### src/rtl/core/id3fx_pkg.sv
// Package: shared types and constants for the ID3v2 frame extractor.
package id3fx_pkg;

    localparam int unsigned TAG_W   = 28;
    localparam int unsigned POS_W   = 29;
    localparam int unsigned IDENT_W = 32;
    localparam int unsigned BYTE_W  = 8;

    localparam logic [POS_W-1:0] HDR_SIZE_FIRST = 29'd6;
    localparam logic [POS_W-1:0] HDR_SIZE_LAST  = 29'd9;
    localparam logic [POS_W-1:0] TAG_HDR_LEN    = 29'd10;
    localparam logic [POS_W-1:0] POS_MAX        = {POS_W{1'b1}};

    localparam logic [1:0] FIELD_LAST_4 = 2'd3;
    localparam logic [1:0] FIELD_LAST_3 = 2'd2;

    localparam logic KIND_PAYLOAD = 1'b0;
    localparam logic KIND_REPORT  = 1'b1;

    localparam logic REG_MATCH_KEY = 1'b0;
    localparam logic REG_SHOW_ALL  = 1'b1;

    typedef enum logic [2:0] {
        PH_HEAD  = 3'd0,
        PH_ID    = 3'd1,
        PH_SIZE  = 3'd2,
        PH_FLAGS = 3'd3,
        PH_DATA  = 3'd4
    } t_phase;

    typedef struct packed {
        logic               kind;
        logic [BYTE_W-1:0]  payload_byte;
        logic [IDENT_W-1:0] frame_ident;
        logic               frame_last;
        logic               key_found;
        logic               truncated;
    } t_result;

endpackage

### src/rtl/core/id3fx_parser.sv
// Input word register and per-byte tag parsing state machine.
module id3fx_parser
    import id3fx_pkg::*;
(
    input  logic               i_clk,
    input  logic               i_rst_n,
    input  logic               i_valid,
    output logic               o_stall,
    input  logic [BYTE_W-1:0]  i_data_byte,
    input  logic               i_stream_end,
    input  logic [IDENT_W-1:0] i_match_key,
    input  logic               i_show_all,
    input  logic               i_load_ok,
    output logic               o_res_valid,
    output t_result            o_res
);

    logic              r_in_valid;
    logic [BYTE_W-1:0] r_in_byte;
    logic              r_in_end;

    t_phase             r_phase,        n_phase;
    logic [1:0]         r_field_count,  n_field_count;
    logic [TAG_W-1:0]   r_tag_length,   n_tag_length;
    logic [POS_W-1:0]   r_position,     n_position;
    logic [IDENT_W-1:0] r_ident,        n_ident;
    logic [TAG_W-1:0]   r_payload_left, n_payload_left;
    logic               r_found,        n_found;
    logic               r_done,         n_done;

    logic               fire;
    logic               accept;
    logic               emit;
    logic               ended;
    logic [6:0]         b7;
    logic [POS_W-1:0]   tag_end;
    logic [TAG_W-1:0]   size_acc;
    t_result            res;

    assign fire    = r_in_valid && i_load_ok;
    assign o_stall = r_in_valid && !fire;
    assign accept  = i_valid && !o_stall;
    assign b7      = r_in_byte[6:0];
    assign tag_end = {1'b0, r_tag_length} + TAG_HDR_LEN;

    always_ff @(posedge i_clk) begin
        if (!i_rst_n) begin
            r_in_valid <= 1'b0;
        end else if (accept) begin
            r_in_valid <= 1'b1;
        end else if (fire) begin
            r_in_valid <= 1'b0;
        end
        if (accept) begin
            r_in_byte <= i_data_byte;
            r_in_end  <= i_stream_end;
        end
    end

    always_comb begin
        n_phase        = r_phase;
        n_field_count  = r_field_count;
        n_tag_length   = r_tag_length;
        n_position     = r_position;
        n_ident        = r_ident;
        n_payload_left = r_payload_left;
        n_found        = r_found;
        n_done         = r_done;
        emit           = 1'b0;
        ended          = 1'b0;
        size_acc       = {r_payload_left[TAG_W-8:0], b7};
        res            = '0;

        if (!r_done) begin
            if (r_position != POS_MAX) begin
                n_position = r_position + 1'b1;
            end
            case (r_phase)
                PH_HEAD: begin
                    if (r_position >= HDR_SIZE_FIRST) begin
                        n_tag_length = {r_tag_length[TAG_W-8:0], b7};
                    end
                    if (r_position >= HDR_SIZE_LAST) begin
                        n_phase       = PH_ID;
                        n_field_count = '0;
                    end
                end
                PH_ID: begin
                    if (r_field_count == '0 &&
                        (r_position > tag_end || r_in_byte == '0)) begin
                        n_done = 1'b1;
                        ended  = 1'b1;
                    end else begin
                        n_ident = {r_ident[IDENT_W-9:0], r_in_byte};
                        if (r_field_count == FIELD_LAST_4) begin
                            if (n_ident == i_match_key) begin
                                n_found = 1'b1;
                            end
                            n_field_count  = '0;
                            n_payload_left = '0;
                            n_phase        = PH_SIZE;
                        end else begin
                            n_field_count = r_field_count + 1'b1;
                        end
                    end
                end
                PH_SIZE: begin
                    n_payload_left = size_acc;
                    if (r_field_count == FIELD_LAST_4) begin
                        if (size_acc != '0) begin
                            n_payload_left = size_acc - 1'b1;
                        end
                        n_field_count = '0;
                        n_phase       = PH_FLAGS;
                    end else begin
                        n_field_count = r_field_count + 1'b1;
                    end
                end
                PH_FLAGS: begin
                    if (r_field_count == FIELD_LAST_3) begin
                        n_field_count = '0;
                        n_phase = (r_payload_left != '0) ? PH_DATA : PH_ID;
                    end else begin
                        n_field_count = r_field_count + 1'b1;
                    end
                end
                PH_DATA: begin
                    if (i_show_all || r_ident == i_match_key) begin
                        emit             = 1'b1;
                        res.kind         = KIND_PAYLOAD;
                        res.payload_byte = r_in_byte;
                        res.frame_ident  = r_ident;
                        res.frame_last   = (r_payload_left == TAG_W'(1));
                    end
                    if (r_payload_left <= TAG_W'(1)) begin
                        n_payload_left = '0;
                        n_field_count  = '0;
                        n_phase        = PH_ID;
                    end else begin
                        n_payload_left = r_payload_left - 1'b1;
                    end
                end
                default: begin
                    n_phase = PH_HEAD;
                end
            endcase
            if (ended || r_in_end) begin
                emit          = 1'b1;
                res           = '0;
                res.kind      = KIND_REPORT;
                res.key_found = n_found;
                res.truncated = !ended;
            end
        end

        if (r_in_end) begin
            n_phase        = PH_HEAD;
            n_field_count  = '0;
            n_tag_length   = '0;
            n_position     = '0;
            n_ident        = '0;
            n_payload_left = '0;
            n_found        = 1'b0;
            n_done         = 1'b0;
        end
    end

    always_ff @(posedge i_clk) begin
        if (!i_rst_n) begin
            r_phase        <= PH_HEAD;
            r_field_count  <= '0;
            r_tag_length   <= '0;
            r_position     <= '0;
            r_ident        <= '0;
            r_payload_left <= '0;
            r_found        <= 1'b0;
            r_done         <= 1'b0;
        end else if (fire) begin
            r_phase        <= n_phase;
            r_field_count  <= n_field_count;
            r_tag_length   <= n_tag_length;
            r_position     <= n_position;
            r_ident        <= n_ident;
            r_payload_left <= n_payload_left;
            r_found        <= n_found;
            r_done         <= n_done;
        end
    end

    assign o_res_valid = fire && emit;
    assign o_res       = res;

`ifndef SYNTHESIS
    a_end_clears: assert property (@(posedge i_clk) disable iff (!i_rst_n)
        fire && r_in_end |=> r_phase == PH_HEAD && r_position == '0 && !r_done)
        else $error("state not cleared after stream end");
    a_done_in_id: assert property (@(posedge i_clk) disable iff (!i_rst_n)
        r_done |-> r_phase == PH_ID)
        else $error("parse end outside frame id phase");
    a_data_left: assert property (@(posedge i_clk) disable iff (!i_rst_n)
        r_phase == PH_DATA |-> r_payload_left != '0)
        else $error("data phase with no payload left");
    a_report_only: assert property (@(posedge i_clk) disable iff (!i_rst_n)
        r_done && fire && !r_in_end |-> !o_res_valid)
        else $error("word emitted after parse end");
`endif

endmodule

### src/rtl/core/id3fx_out_reg.sv
// Result register between the parser and the output channel.
module id3fx_out_reg
    import id3fx_pkg::*;
(
    input  logic    i_clk,
    input  logic    i_rst_n,
    input  logic    i_res_valid,
    input  t_result i_res,
    output logic    o_load_ok,
    output logic    o_valid,
    input  logic    i_stall,
    output t_result o_res
);

    logic    r_valid;
    t_result r_res;

    assign o_load_ok = !r_valid || !i_stall;

    always_ff @(posedge i_clk) begin
        if (!i_rst_n) begin
            r_valid <= 1'b0;
        end else if (o_load_ok) begin
            r_valid <= i_res_valid;
        end
        if (o_load_ok && i_res_valid) begin
            r_res <= i_res;
        end
    end

    assign o_valid = r_valid;
    assign o_res   = r_res;

`ifndef SYNTHESIS
    a_report_clean: assert property (@(posedge i_clk) disable iff (!i_rst_n)
        r_valid && r_res.kind == KIND_REPORT |->
            r_res.frame_ident == '0 && r_res.payload_byte == '0 && !r_res.frame_last)
        else $error("report word carries payload fields");
`endif

endmodule

### src/rtl/core/id3v2_frame_extractor.sv
// Top level: ID3v2 tag frame extractor with APB configuration registers.
//  channel | direction | handshake          | word
//  input   | in        | i_valid / o_stall  | i_data_byte, i_stream_end
//  output  | out       | o_valid / i_stall  | o_kind .. o_truncated
//  config  | in        | psel/penable/pready| paddr, pwdata, prdata
// One byte per cycle when not stalled; path: input register, then result register.
// Synchronous active-low reset clears parser state and both registers.
// An output stall holds the result register; the input stalls only once the
// input register also holds a word that cannot move on.
module id3v2_frame_extractor
    import id3fx_pkg::*;
(
    input  logic               i_clk,
    input  logic               i_rst_n,
    input  logic               i_valid,
    output logic               o_stall,
    input  logic [BYTE_W-1:0]  i_data_byte,
    input  logic               i_stream_end,
    output logic               o_valid,
    input  logic               i_stall,
    output logic               o_kind,
    output logic [BYTE_W-1:0]  o_payload_byte,
    output logic [IDENT_W-1:0] o_frame_ident,
    output logic               o_frame_last,
    output logic               o_key_found,
    output logic               o_truncated,
    input  logic               psel,
    input  logic               penable,
    input  logic               pwrite,
    input  logic [2:0]         paddr,
    input  logic [31:0]        pwdata,
    output logic [31:0]        prdata,
    output logic               pready
);

    logic [IDENT_W-1:0] r_match_key;
    logic               r_show_all;
    logic               cfg_wr;
    logic               load_ok;
    logic               res_valid;
    t_result            res;
    t_result            out_res;

    assign pready = 1'b1;
    assign cfg_wr = psel && penable && pwrite;

    always_ff @(posedge i_clk) begin
        if (!i_rst_n) begin
            r_match_key <= '0;
            r_show_all  <= 1'b0;
        end else if (cfg_wr) begin
            if (paddr[2] == REG_MATCH_KEY) begin
                r_match_key <= pwdata;
            end else begin
                r_show_all <= pwdata[0];
            end
        end
    end

    assign prdata = (paddr[2] == REG_MATCH_KEY) ? r_match_key : {31'd0, r_show_all};

    id3fx_parser u_parser (
        .i_clk        (i_clk),
        .i_rst_n      (i_rst_n),
        .i_valid      (i_valid),
        .o_stall      (o_stall),
        .i_data_byte  (i_data_byte),
        .i_stream_end (i_stream_end),
        .i_match_key  (r_match_key),
        .i_show_all   (r_show_all),
        .i_load_ok    (load_ok),
        .o_res_valid  (res_valid),
        .o_res        (res)
    );

    id3fx_out_reg u_out_reg (
        .i_clk       (i_clk),
        .i_rst_n     (i_rst_n),
        .i_res_valid (res_valid),
        .i_res       (res),
        .o_load_ok   (load_ok),
        .o_valid     (o_valid),
        .i_stall     (i_stall),
        .o_res       (out_res)
    );

    assign o_kind         = out_res.kind;
    assign o_payload_byte = out_res.payload_byte;
    assign o_frame_ident  = out_res.frame_ident;
    assign o_frame_last   = out_res.frame_last;
    assign o_key_found    = out_res.key_found;
    assign o_truncated    = out_res.truncated;

endmodule
### config.mk
export PLATFORM = sky130hd
export DESIGN_NAME = id3v2_frame_extractor
export DESIGN_NICKNAME = d
export VERILOG_FILES = /design/src/rtl/core/id3fx_pkg.sv /design/src/rtl/core/id3fx_parser.sv /design/src/rtl/core/id3fx_out_reg.sv /design/src/rtl/core/id3v2_frame_extractor.sv
export SDC_FILE = /design/constraint.sdc
export NUM_CORES = 1
export LEC_CHECK = 0
export BUFFER_PORTS_ARGS = -buffer_cell sky130_fd_sc_hd__buf_2
export CAP_MARGIN = 20
export CORE_MARGIN = 1
export CORE_UTILIZATION = 50
export DETAILED_ROUTE_END_ITERATION = 16
export PLACE_DENSITY = 0.73
export SETUP_SLACK_MARGIN = 0.2
export SYNTH_ARGS = -nofsm -noshare
export SYNTH_HDL_FRONTEND = slang
export SYNTH_SLANG_ARGS = --single-unit
### constraint.sdc
create_clock -name i_clk -period 6.33 [get_ports i_clk]
set_input_delay 1.5825 -clock i_clk [delete_from_list [all_inputs] [get_ports i_clk]]
set_output_delay 1.5825 -clock i_clk [all_outputs]
set_load 0.02 [all_outputs]
==> impl_metrics.ini, run 1 <==
[synth]
syn_area_um2 = 11600
synth.lib_cells_used.distinct = 69
synth_sequential_area_ratio = 0.411
synth.top_cells.by_area = sky130_fd_sc_hd__dfxtp_1 27%, sky130_fd_sc_hd__edfxtp_1 14%, sky130_fd_sc_hd__xnor2_1 7.2%
syn_nets = 1351
synth-main-ff-cell = sky130_fd_sc_hd__dfxtp_1
count_of_flip_flops_with_a_built_in_enable_after_synthesis = 53
postSynth.asyncResetShare = 0
synth_warnings = 0
syn_inst_count = 1258
netlist.top_cell.by_area = sky130_fd_sc_hd__dfxtp_1
register_bit_count_reported_by_yosys = 212
synth.top_cell.area_share = 0.274
syn_avg_cell_area_um2 = 9.24

[floorplanning]
num_io_pins = 130
dieHeight_um = 154
dieArea_um2 = 23900
coreArea_um2 = 22700
die-width_um = 154
num_rows = 55
initial_core_util = 0.512

[clocking]
worstSkewPairLatency_ns = 0.52
clkSlewWorstSetupHoldPaths_ns = 0.06
cts_max_level = 1
cts_setup_buffers = 0
post_cts.resized_instances = 0
cts.path.max_buffers = 3
tritoncts.num_buffers = 24
cts_hold_repair.buffers = 0
cts_tree = done
cts_root_buf = sky130_fd_sc_hd__clkbuf_16
cts.sink_count = 212

[pwr]
vdd.ir_drop.worst_mv = 0.206
cellInternalPower_mw = 2.42
seqPwrFrac = 0.461
p_clk_frac = 0.494
combinationalPowerShare = 0.045
static_leak_nw = 5.10
cellPowerDensity_nw_per_um2 = 232
power.share.switching = 0.218
power.switching_mw = 0.675

[setup_path]
critical_path_class = flop to flop
cp_data_arrival_time_ns = 4.79
critical_path.endpoint_type = flop
timing.critical_path.slowest_stage_cell = sky130_fd_sc_hd__nor4_1
cp_max_fo = 44
worst_setup_path_start_kind = flop
worst_path_largest_cell_delay_ns = 0.48
critical_path.cell_chain = nand4_1 > nor3_1 > and3_1 > and2_1 > nand3_1 > xor2_1 > ha_1 > nand4_1 > nor4_1 > nand2_1 > a21oi_1 > o211a_1 > nor3_1 > nor3_4 > buf_4
endpoint_required_time_on_the_critical_path_ns = 6.49

[route]
drt_wl_total_um = 31700
avgViaCountPerCell = 6.05
ant_nets = 0
drt_iter0_markers = 989
route.vias.total = 9994
drc = 0
detailedRoute.firstPassIterationCount = 6
route.detailed.wl_per_inst_um = 19.2

[timing]
setup_viol = 0
min_period_over_period = 0.731
final_slew_viol_count = 0
finalHoldViolCount = 0
slew-limit-headroom = 0.271
grt_setup_unrepaired = no
skew_ns = 0.0122
final.setup.tns_ns = 0
finalHoldWorstSlack_ns = 0.503
postLayoutSetupSlackWorst_ns = 1.70
slew_at_the_pin_closest_to_its_max_slew_limit_ns = 1.09
fin_crit_ns = 4.63
fmaxAchievable_ghz = 0.216

[finish]
final_common_cell = sky130_fd_sc_hd__dfxtp_1
mostFrequentLayoutCells = 159 x sky130_fd_sc_hd__dfxtp_1, 132 x sky130_fd_sc_hd__nand2_1, 126 x sky130_fd_sc_hd__buf_2
antenna-diode-count = 0
layout-area-overhead-vs-synth_pct = 14.4
finish.cell_count_without_fillers = 1651
post-route-cell-area_um2 = 13300
num-nets-final = 1441
post_route_cells_drive_above_1_share = 0.152

[global_route]
grt-busiest-layer = met2
grtUsageTotal = 0.263
grt_max_degree = 84
grt.met1_usage = 0.377
first_global_vias = 9180
met2_track_utilization_from_global_routing = 0.412
globalRouteOverflowTotal = 0
grt_pass1_wl_um = 49800
antenna_found_initial = 0
grt_util_met3 = 0.0364

[placement]
gpl.final_weighted_congestion = 0.963
placement.io_buffers = 126
dp_slack_ns = 1.70
placed_cells_incl_taps = 1606
dp.final_hpwl_um = 22800
post_place_cell_area_um2 = 12400

[min_path]
min-delay-path-class = flop to flop

[run_status]
run_status = finished, final reports clean

[run]
drv.max_cap_violation_count = 0
-- worst max-delay path: cells and delay by family, from the launching register on --
| family | cells | cell delay, ns |
|---|---|---|
| xor+xnor | 1 | 0.16 |
| fa+ha+maj | 1 | 0.32 |
| flops | 1 | 0.46 |
| buf+inv | 1 | 0.47 |
| simple gates | 10 | 2.26 |
| compound gates | 2 | 0.56 |
-- cell families (layout without fill, tap and decap cells) --
kind of cell | after synthesis | in the layout | share of synthesized area
AOI/OAI and AO/OA | 232 | 232 | 0.155
xor gates and xnor gates | 144 | 144 | 0.109
adders and majority gates | 42 | 42 | 0.0452
buffers and inverters | 95 | 203 | 0.0354
DFF | 212 | 212 | 0.411
muxes | 7 | 7 | 0.00635
other | 1 | 1 | 0.000323
and+or+nand+nor | 525 | 525 | 0.238
-- power by group through the flow --
stage / clock, mW / combinational [mW] / sequential (mW)
floorplan: 0 / 0.0831 / 1.45
global placement: 0 / 0.135 / 1.45
detailed placement: 0 / 0.137 / 1.45
CTS: 1.55 / 0.137 / 1.42
global route: 1.61 / 0.149 / 1.43
finish: 1.53 / 0.138 / 1.43
-- area by class of cell --
| cell class | count | area (um2) |
|---|---|---|
| Sequential cell | 212 | 4770 |
| Clock inverter | 12 | 198 |
| Multi-Input combinational cell | 951 | 6460 |
| Clock buffer | 32 | 682 |
| Fill cell | 2034 | 9410 |
| Inverter | 19 | 71.3 |
| Tap cell | 285 | 357 |
| Timing Repair Buffer | 140 | 756 |
-- Yosys cell counts, types with 33 or more instances --
cell type / n
sky130_fd_sc_hd__nand4_1: 37
sky130_fd_sc_hd__a21boi_0: 33
sky130_fd_sc_hd__nand3_1: 51
sky130_fd_sc_hd__and2_1: 43
sky130_fd_sc_hd__a32o_1: 40
sky130_fd_sc_hd__dfxtp_1: 159
sky130_fd_sc_hd__xnor2_1: 96
sky130_fd_sc_hd__clkbuf_1: 62
sky130_fd_sc_hd__xor2_1: 48
sky130_fd_sc_hd__edfxtp_1: 53
sky130_fd_sc_hd__nor2_1: 62
sky130_fd_sc_hd__nand2_1: 132
sky130_fd_sc_hd__nor2b_1: 67
sky130_fd_sc_hd__nor3_1: 39
sky130_fd_sc_hd__ha_1: 42
-- through the flow --
step	total power, mW	utilization
final	3.09	0.586
after global routing	3.18	0.586
after CTS	3.11	0.585
after detailed placement	1.59	0.547
after global placement	1.59	0.545
after floorplan	1.53	-
-- final timing paths --
kind | startpoint | endpoint | cells after the start | slack, ns
max | u_parser.r_tag_length[6] | u_out_reg.o_res[31] | 15 | 1.70
min | u_parser.r_payload_left[27] | u_parser.r_payload_left[27] | 1 | 0.50
max reg2reg | u_parser.r_tag_length[6] | u_out_reg.o_res[31] | 15 | 1.70
min reg2reg | u_parser.r_payload_left[27] | u_parser.r_payload_left[27] | 1 | 0.50
-- flip-flops by register name, summed over array words and instances (netlist names) --
register / flops
u_parser.r_ident: 32
u_out_reg.o_valid: 1
r_show_all: 1
u_parser.r_done: 1
u_parser.r_payload_left: 28
r_match_key: 32
u_out_reg.o_res: 44
u_parser.r_in_byte: 8
u_parser.r_field_count: 2
u_parser.r_position: 29
u_parser.r_tag_length: 28
u_parser.r_phase: 3
u_parser.r_in_valid: 1
u_parser.r_in_end: 1
u_parser.r_found: 1
-- routing by layer --
layer  vias up  part of all wire  wire length, um
li1       4751                 -                -
met5         -                 0                0
met4         0             0.021              658
met2       420              0.45            14200
met3        49             0.082             2610
met1      4774              0.45            14100
Power figures use the tool's default switching activity.
==> inputs of run 2 (changes only) <==
--- a/config.mk
+++ b/config.mk
@@ -10,7 +10,7 @@
 export CORE_MARGIN = 1
 export CORE_UTILIZATION = 50
 export DETAILED_ROUTE_END_ITERATION = 16
-export PLACE_DENSITY = 0.73
+export PLACE_DENSITY = 0.7
 export SETUP_SLACK_MARGIN = 0.2
 export SYNTH_ARGS = -nofsm -noshare
 export SYNTH_HDL_FRONTEND = slang
==> constraint.sdc (replaced) <==
create_clock -name i_clk -period 4.51 [get_ports i_clk]
set_input_delay 1.1275 -clock i_clk [delete_from_list [all_inputs] [get_ports i_clk]]
set_output_delay 1.1275 -clock i_clk [all_outputs]
set_load 0.02 [all_outputs]
==> impl_metrics.ini, run 2 (synthesized netlist as in run 1, its figures left out) <==
[timing]
fin_crit_ns = 4.06
fmaxAchievable_ghz = 0.246
min_period_over_period = 0.901
slew-limit-headroom = 0.275
skew_ns = 0.0218
final.setup.tns_ns = 0
setup_viol = 0
final_slew_viol_count = 0
finalHoldViolCount = 0
grt_setup_unrepaired = no
slew_at_the_pin_closest_to_its_max_slew_limit_ns = 1.09
postLayoutSetupSlackWorst_ns = 0.449

[route]
detailedRoute.firstPassIterationCount = 5
route.vias.total = 9968
drc = 0
avgViaCountPerCell = 5.99
ant_nets = 0
route.detailed.wl_per_inst_um = 19.4
drt_wl_total_um = 32200
drt_iter0_markers = 889

[floorplanning]
num_rows = 55
dieArea_um2 = 23900
die-width_um = 154
num_io_pins = 130
initial_core_util = 0.512
dieHeight_um = 154
coreArea_um2 = 22700

[pwr]
seqPwrFrac = 0.487
power.switching_mw = 0.939
power.share.switching = 0.229
combinationalPowerShare = 0.051
cellInternalPower_mw = 3.16
vdd.ir_drop.worst_mv = 0.304
static_leak_nw = 5.11
p_clk_frac = 0.462
cellPowerDensity_nw_per_um2 = 307

[global_route]
grtUsageTotal = 0.265
grt_pass1_wl_um = 50000
grt_max_degree = 105
antenna_found_initial = 0
globalRouteOverflowTotal = 0
first_global_vias = 9045

[setup_path]
critical_path.endpoint_type = flop
critical_path_class = flop to flop
cp_max_fo = 44
cp_data_arrival_time_ns = 4.28
worst_setup_path_start_kind = flop
endpoint_required_time_on_the_critical_path_ns = 4.73

[finish]
largest_reg_flops = 44
final_common_cell = sky130_fd_sc_hd__dfxtp_1
layout-area-overhead-vs-synth_pct = 14.8
num-nets-final = 1454
mostFrequentLayoutCells = 159 x sky130_fd_sc_hd__dfxtp_1, 132 x sky130_fd_sc_hd__nand2_1, 126 x sky130_fd_sc_hd__buf_2
post_route_cells_drive_above_1_share = 0.160

[placement]
dp_slack_ns = 0.0767
gpl.final_weighted_congestion = 0.931
dp.final_hpwl_um = 23200
placement.io_buffers = 126

[clocking]
cts_root_buf = sky130_fd_sc_hd__clkbuf_16
cts.sink_count = 212
worstSkewPairLatency_ns = 0.53
clkSlewWorstSetupHoldPaths_ns = 0.06
tritoncts.num_buffers = 24
cts_max_level = 1
cts.path.max_buffers = 3
cts_tree = done

[min_path]
min-delay-path-class = flop to flop

[run_status]
run_status = finished, final reports clean

[run]
drv.max_cap_violation_count = 0
==> run 2: changes by cell type in the layout (fill, tap and decap cells not counted), sizes merged <==
cell | previous run | this run
buf | 140 | 153
bufinv | 5 | 2
clkinv | 3 | 5
clkbuf | 32 | 33
clkinvlp | 2 | 1
diode | 0 | 1
inv | 21 | 20
==> run 2: power groups by stage <==
stage	Clock, mW	Sequential (mW)	Combinational [mW]
CTS	1.93	1.99	0.206
global route	2.00	2.00	0.225
floorplan	0	2.03	0.117
finish	1.90	2.00	0.210
global placement	0	2.04	0.203
detailed placement	0	2.04	0.205
==> run 2: layout make-up <==
class / instances / area (um2)
Sequential cell: 212 / 4770
Clock buffer: 33 / 644
Inverter: 19 / 71.3
Tap cell: 285 / 357
Clock inverter: 9 / 113
Timing Repair Buffer: 153 / 886
Fill cell: 2004 / 9360
Multi-Input combinational cell: 951 / 6500
Antenna cell: 1 / 2.50
==> run 2: routing by layer <==
layer / track usage / up-vias / routed length [um]
met5: 0 / - / 0
met4: 0.0707 / 0 / 695
met3: 0.0373 / 49 / 2110
met2: 0.410 / 352 / 14300
met1: 0.385 / 4789 / 15100
li1: - / 4778 / -
==> run 2: worst paths after layout <==
| path | start | to | slack [ns] | cells after the start |
|---|---|---|---|---|
| min | u_parser.r_payload_left[27] | u_parser.r_payload_left[27] | 0.49 | 1 |
| max | u_parser.r_tag_length[8] | u_out_reg.o_res[23] | 0.45 | 16 |
| min reg2reg | u_parser.r_payload_left[27] | u_parser.r_payload_left[27] | 0.49 | 1 |
| max reg2reg | u_parser.r_tag_length[8] | u_out_reg.o_res[23] | 0.45 | 16 |
==> run 2: what timing repair did <==
action,4_1_cts,5_1_grt
setup endpoints to repair,85,125
hold buffers,0,0
endpoints found under the hold margin,0,0
buffers inserted,0,0
gates resized for setup,2,8
==> run 2: critical path, cell delays in order, from the launching register on <==
cell	delay, ns
sky130_fd_sc_hd__dfxtp_1	0.43
sky130_fd_sc_hd__nand4_1	0.18
sky130_fd_sc_hd__nor3_2	0.27
sky130_fd_sc_hd__and3_1	0.24
sky130_fd_sc_hd__and2_1	0.24
sky130_fd_sc_hd__nand3_1	0.12
sky130_fd_sc_hd__xor2_1	0.17
sky130_fd_sc_hd__ha_1	0.32
sky130_fd_sc_hd__nand4_1	0.16
sky130_fd_sc_hd__nor4_2	0.32
sky130_fd_sc_hd__buf_4	0.17
sky130_fd_sc_hd__nand2_1	0.04
sky130_fd_sc_hd__a21oi_1	0.26
sky130_fd_sc_hd__o211a_1	0.28
sky130_fd_sc_hd__nor3_1	0.10
sky130_fd_sc_hd__nor3_4	0.18
sky130_fd_sc_hd__buf_12	0.25
==> run 2: metrics by stage <==
| step | power, mW | hold WS (ns) | cells | instance area [um2] | utilization |
|---|---|---|---|---|---|
| 2_1_floorplan | 2.15 | 0.457 | 1258 | 11600 | - |
| 3_3_place_gp | 2.24 | 0.478 | 1618 | 12500 | 0.551 |
| 3_5_place_dp | 2.24 | 0.482 | 1619 | 12500 | 0.552 |
| 4_1_cts | 4.13 | 0.494 | 1661 | 13300 | 0.586 |
| 5_1_grt | 4.22 | 0.527 | 1662 | 13300 | 0.588 |
| 6_report | 4.10 | 0.493 | 1663 | 13300 | 0.588 |
==> inputs of run 3 (changes only) <==
--- a/config.mk
+++ b/config.mk
@@ -7,10 +7,12 @@
 export LEC_CHECK = 0
 export BUFFER_PORTS_ARGS = -buffer_cell sky130_fd_sc_hd__buf_2
 export CAP_MARGIN = 20
+export CORE_ASPECT_RATIO = 0.7
 export CORE_MARGIN = 1
 export CORE_UTILIZATION = 50
 export DETAILED_ROUTE_END_ITERATION = 16
 export PLACE_DENSITY = 0.7
+export REMOVE_ABC_BUFFERS = 1
 export SETUP_SLACK_MARGIN = 0.2
 export SYNTH_ARGS = -nofsm -noshare
 export SYNTH_HDL_FRONTEND = slang
==> impl_metrics.ini, run 3 (synthesized netlist as in run 1, its figures left out) <==
[finish]
post_route_cells_drive_above_1_share = 0.159
final_common_cell = sky130_fd_sc_hd__dfxtp_1
antenna-diode-count = 0
mostFrequentLayoutCells = 158 x sky130_fd_sc_hd__dfxtp_1, 132 x sky130_fd_sc_hd__nand2_1, 126 x sky130_fd_sc_hd__buf_2
layout-area-overhead-vs-synth_pct = 14.8
num-nets-final = 1459
largest_reg_flops = 44
finish.cell_count_without_fillers = 1692

[placement]
placement.io_buffers = 126
gpl.final_weighted_congestion = 0.928
placed_cells_incl_taps = 1651
dp.final_hpwl_um = 23400
dp_slack_ns = 0.378

[timing]
slew-limit-headroom = 0.288
fmaxAchievable_ghz = 0.246
min_period_over_period = 0.900
finalHoldWorstSlack_ns = 0.501
setup_viol = 0
skew_ns = 0.00967
final_slew_viol_count = 0
final.setup.tns_ns = 0
finalHoldViolCount = 0
grt_setup_unrepaired = no
slew_at_the_pin_closest_to_its_max_slew_limit_ns = 1.07
postLayoutSetupSlackWorst_ns = 0.449
fin_crit_ns = 4.06

[setup_path]
cp_max_fo = 23
reg2regPathDepth = 17
regToRegStartpoint = u_parser.r_tag_length[7]
worst-r2r-setup-slack_ns = 0.45
critical_path.endpoint_type = flop
critical_path.reg2reg.endpoint = u_parser.r_payload_left[22]
endpoint_required_time_on_the_critical_path_ns = 4.90
critical_path_class = flop to flop
cp_data_arrival_time_ns = 4.45
worst_setup_path_start_kind = flop

[route]
drt_wl_total_um = 32200
drc = 0
avgViaCountPerCell = 5.84
route.vias.total = 9886
ant_nets = 0
route.detailed.wl_per_inst_um = 19.0
detailedRoute.firstPassIterationCount = 5
drt_iter0_markers = 1057

[clocking]
cts.path.max_buffers = 3
worstSkewPairLatency_ns = 0.50
cts_max_level = 1
cts_tree = done
cts_hold_repair.buffers = 0
clkSlewWorstSetupHoldPaths_ns = 0.06
tritoncts.num_buffers = 21
cts.sink_count = 212
cts_root_buf = sky130_fd_sc_hd__clkbuf_16

[pwr]
static_leak_nw = 5.12
cellInternalPower_mw = 3.06
cellPowerDensity_nw_per_um2 = 297
p_clk_frac = 0.443
power.share.switching = 0.228
total_power_mw = 3.97
seqPwrFrac = 0.502
vdd.ir_drop.worst_mv = 0.334
power.switching_mw = 0.904
combinationalPowerShare = 0.055

[global_route]
globalRouteOverflowTotal = 0
grt_max_degree = 65
first_global_vias = 8845
grtUsageTotal = 0.268
grt_pass1_wl_um = 50200
antenna_found_initial = 0

[floorplanning]
dieHeight_um = 130
initial_core_util = 0.511
num_rows = 46
coreArea_um2 = 22700
dieArea_um2 = 23900
num_io_pins = 130
die-width_um = 184

[min_path]
min-delay-path-class = flop to flop
min_delay_path_depth = 1
timing.hold.worst.start = u_parser.r_payload_left[27]
hold_crit_endpoint = u_parser.r_payload_left[27]

[run]
drv.max_cap_violation_count = 0

[run_status]
run_status = finished, final reports clean
run 3: cell types whose count changed in the layout (fill, tap and decap cells not counted), moves of 2 or more:
| cell | previous run | this run |
|---|---|---|
| sky130_fd_sc_hd__clkbuf_1 | 8 | 5 |
| sky130_fd_sc_hd__clkinv_2 | 2 | 0 |
| sky130_fd_sc_hd__buf_4 | 23 | 28 |
| sky130_fd_sc_hd__clkbuf_8 | 1 | 6 |
| sky130_fd_sc_hd__clkbuf_16 | 24 | 22 |
| sky130_fd_sc_hd__buf_6 | 0 | 2 |
| sky130_fd_sc_hd__nor3_1 | 36 | 38 |
run 3: cell type report:
cell class                      instances  area, um2
Multi-Input combinational cell        951       6460
Clock buffer                           32        627
Inverter                               19       71.3
Timing Repair Buffer                  161        961
Fill cell                            2016       9400
Tap cell                              312        390
Sequential cell                       212       4780
Clock inverter                          5       56.3
run 3: routing by layer:
metal	vias up	global-route usage	wire [um]
met5	-	0	0
met4	0	0.0475	416
met3	29	0.0537	2830
met2	366	0.363	12700
met1	4701	0.431	16300
li1	4790	-	-
run 3: worst max-delay path by stage:
stage	start	to	cells after the start
6_report	u_parser.r_tag_length[7]	u_parser.r_payload_left[22]	17
2_1_floorplan	u_parser.r_tag_length[6]	u_out_reg.o_res[0]	14
3_3_place_gp	u_parser.r_tag_length[6]	u_out_reg.o_res[2]	16
4_1_cts	u_parser.r_tag_length[6]	u_out_reg.o_res[2]	16
5_1_grt	u_parser.r_tag_length[7]	u_out_reg.o_res[4]	17
3_5_place_dp	u_parser.r_tag_length[6]	u_out_reg.o_res[2]	16
run 3: through the flow:
step                      utilization  cell area [um2]
after floorplan                     -            11300
after global placement          0.554            12600
after detailed placement        0.554            12600
after CTS                       0.585            13300
after global routing            0.587            13300
final                           0.587            13300
run 3: power by group through the flow:
stage	Combinational, mW	Sequential, mW	Clock, mW
after floorplan	0.0934	2.04	0
after global placement	0.210	2.03	0
after detailed placement	0.212	2.03	0
after CTS	0.213	1.99	1.79
after global routing	0.234	1.99	1.86
final	0.218	1.99	1.76
run 3: critical path, stage by stage, from the launching register on:
cell	delay (ns)
sky130_fd_sc_hd__dfxtp_1	0.44
sky130_fd_sc_hd__nand4_1	0.15
sky130_fd_sc_hd__nor3_1	0.25
sky130_fd_sc_hd__and3_1	0.25
sky130_fd_sc_hd__and2_1	0.24
sky130_fd_sc_hd__nand3_1	0.12
sky130_fd_sc_hd__xor2_1	0.16
sky130_fd_sc_hd__ha_1	0.29
sky130_fd_sc_hd__nand4_1	0.18
sky130_fd_sc_hd__nor4_1	0.32
sky130_fd_sc_hd__buf_4	0.17
sky130_fd_sc_hd__and3_1	0.14
sky130_fd_sc_hd__a31oi_1	0.08
sky130_fd_sc_hd__o211ai_1	0.26
sky130_fd_sc_hd__buf_4	0.17
sky130_fd_sc_hd__buf_12	0.16
sky130_fd_sc_hd__a21oi_1	0.16
sky130_fd_sc_hd__a221o_1	0.41
run 3: timing repair:
item,4_1_cts,5_1_grt
resized for setup,0,4
setup buffers,0,2
endpoints found under the setup margin,0,74
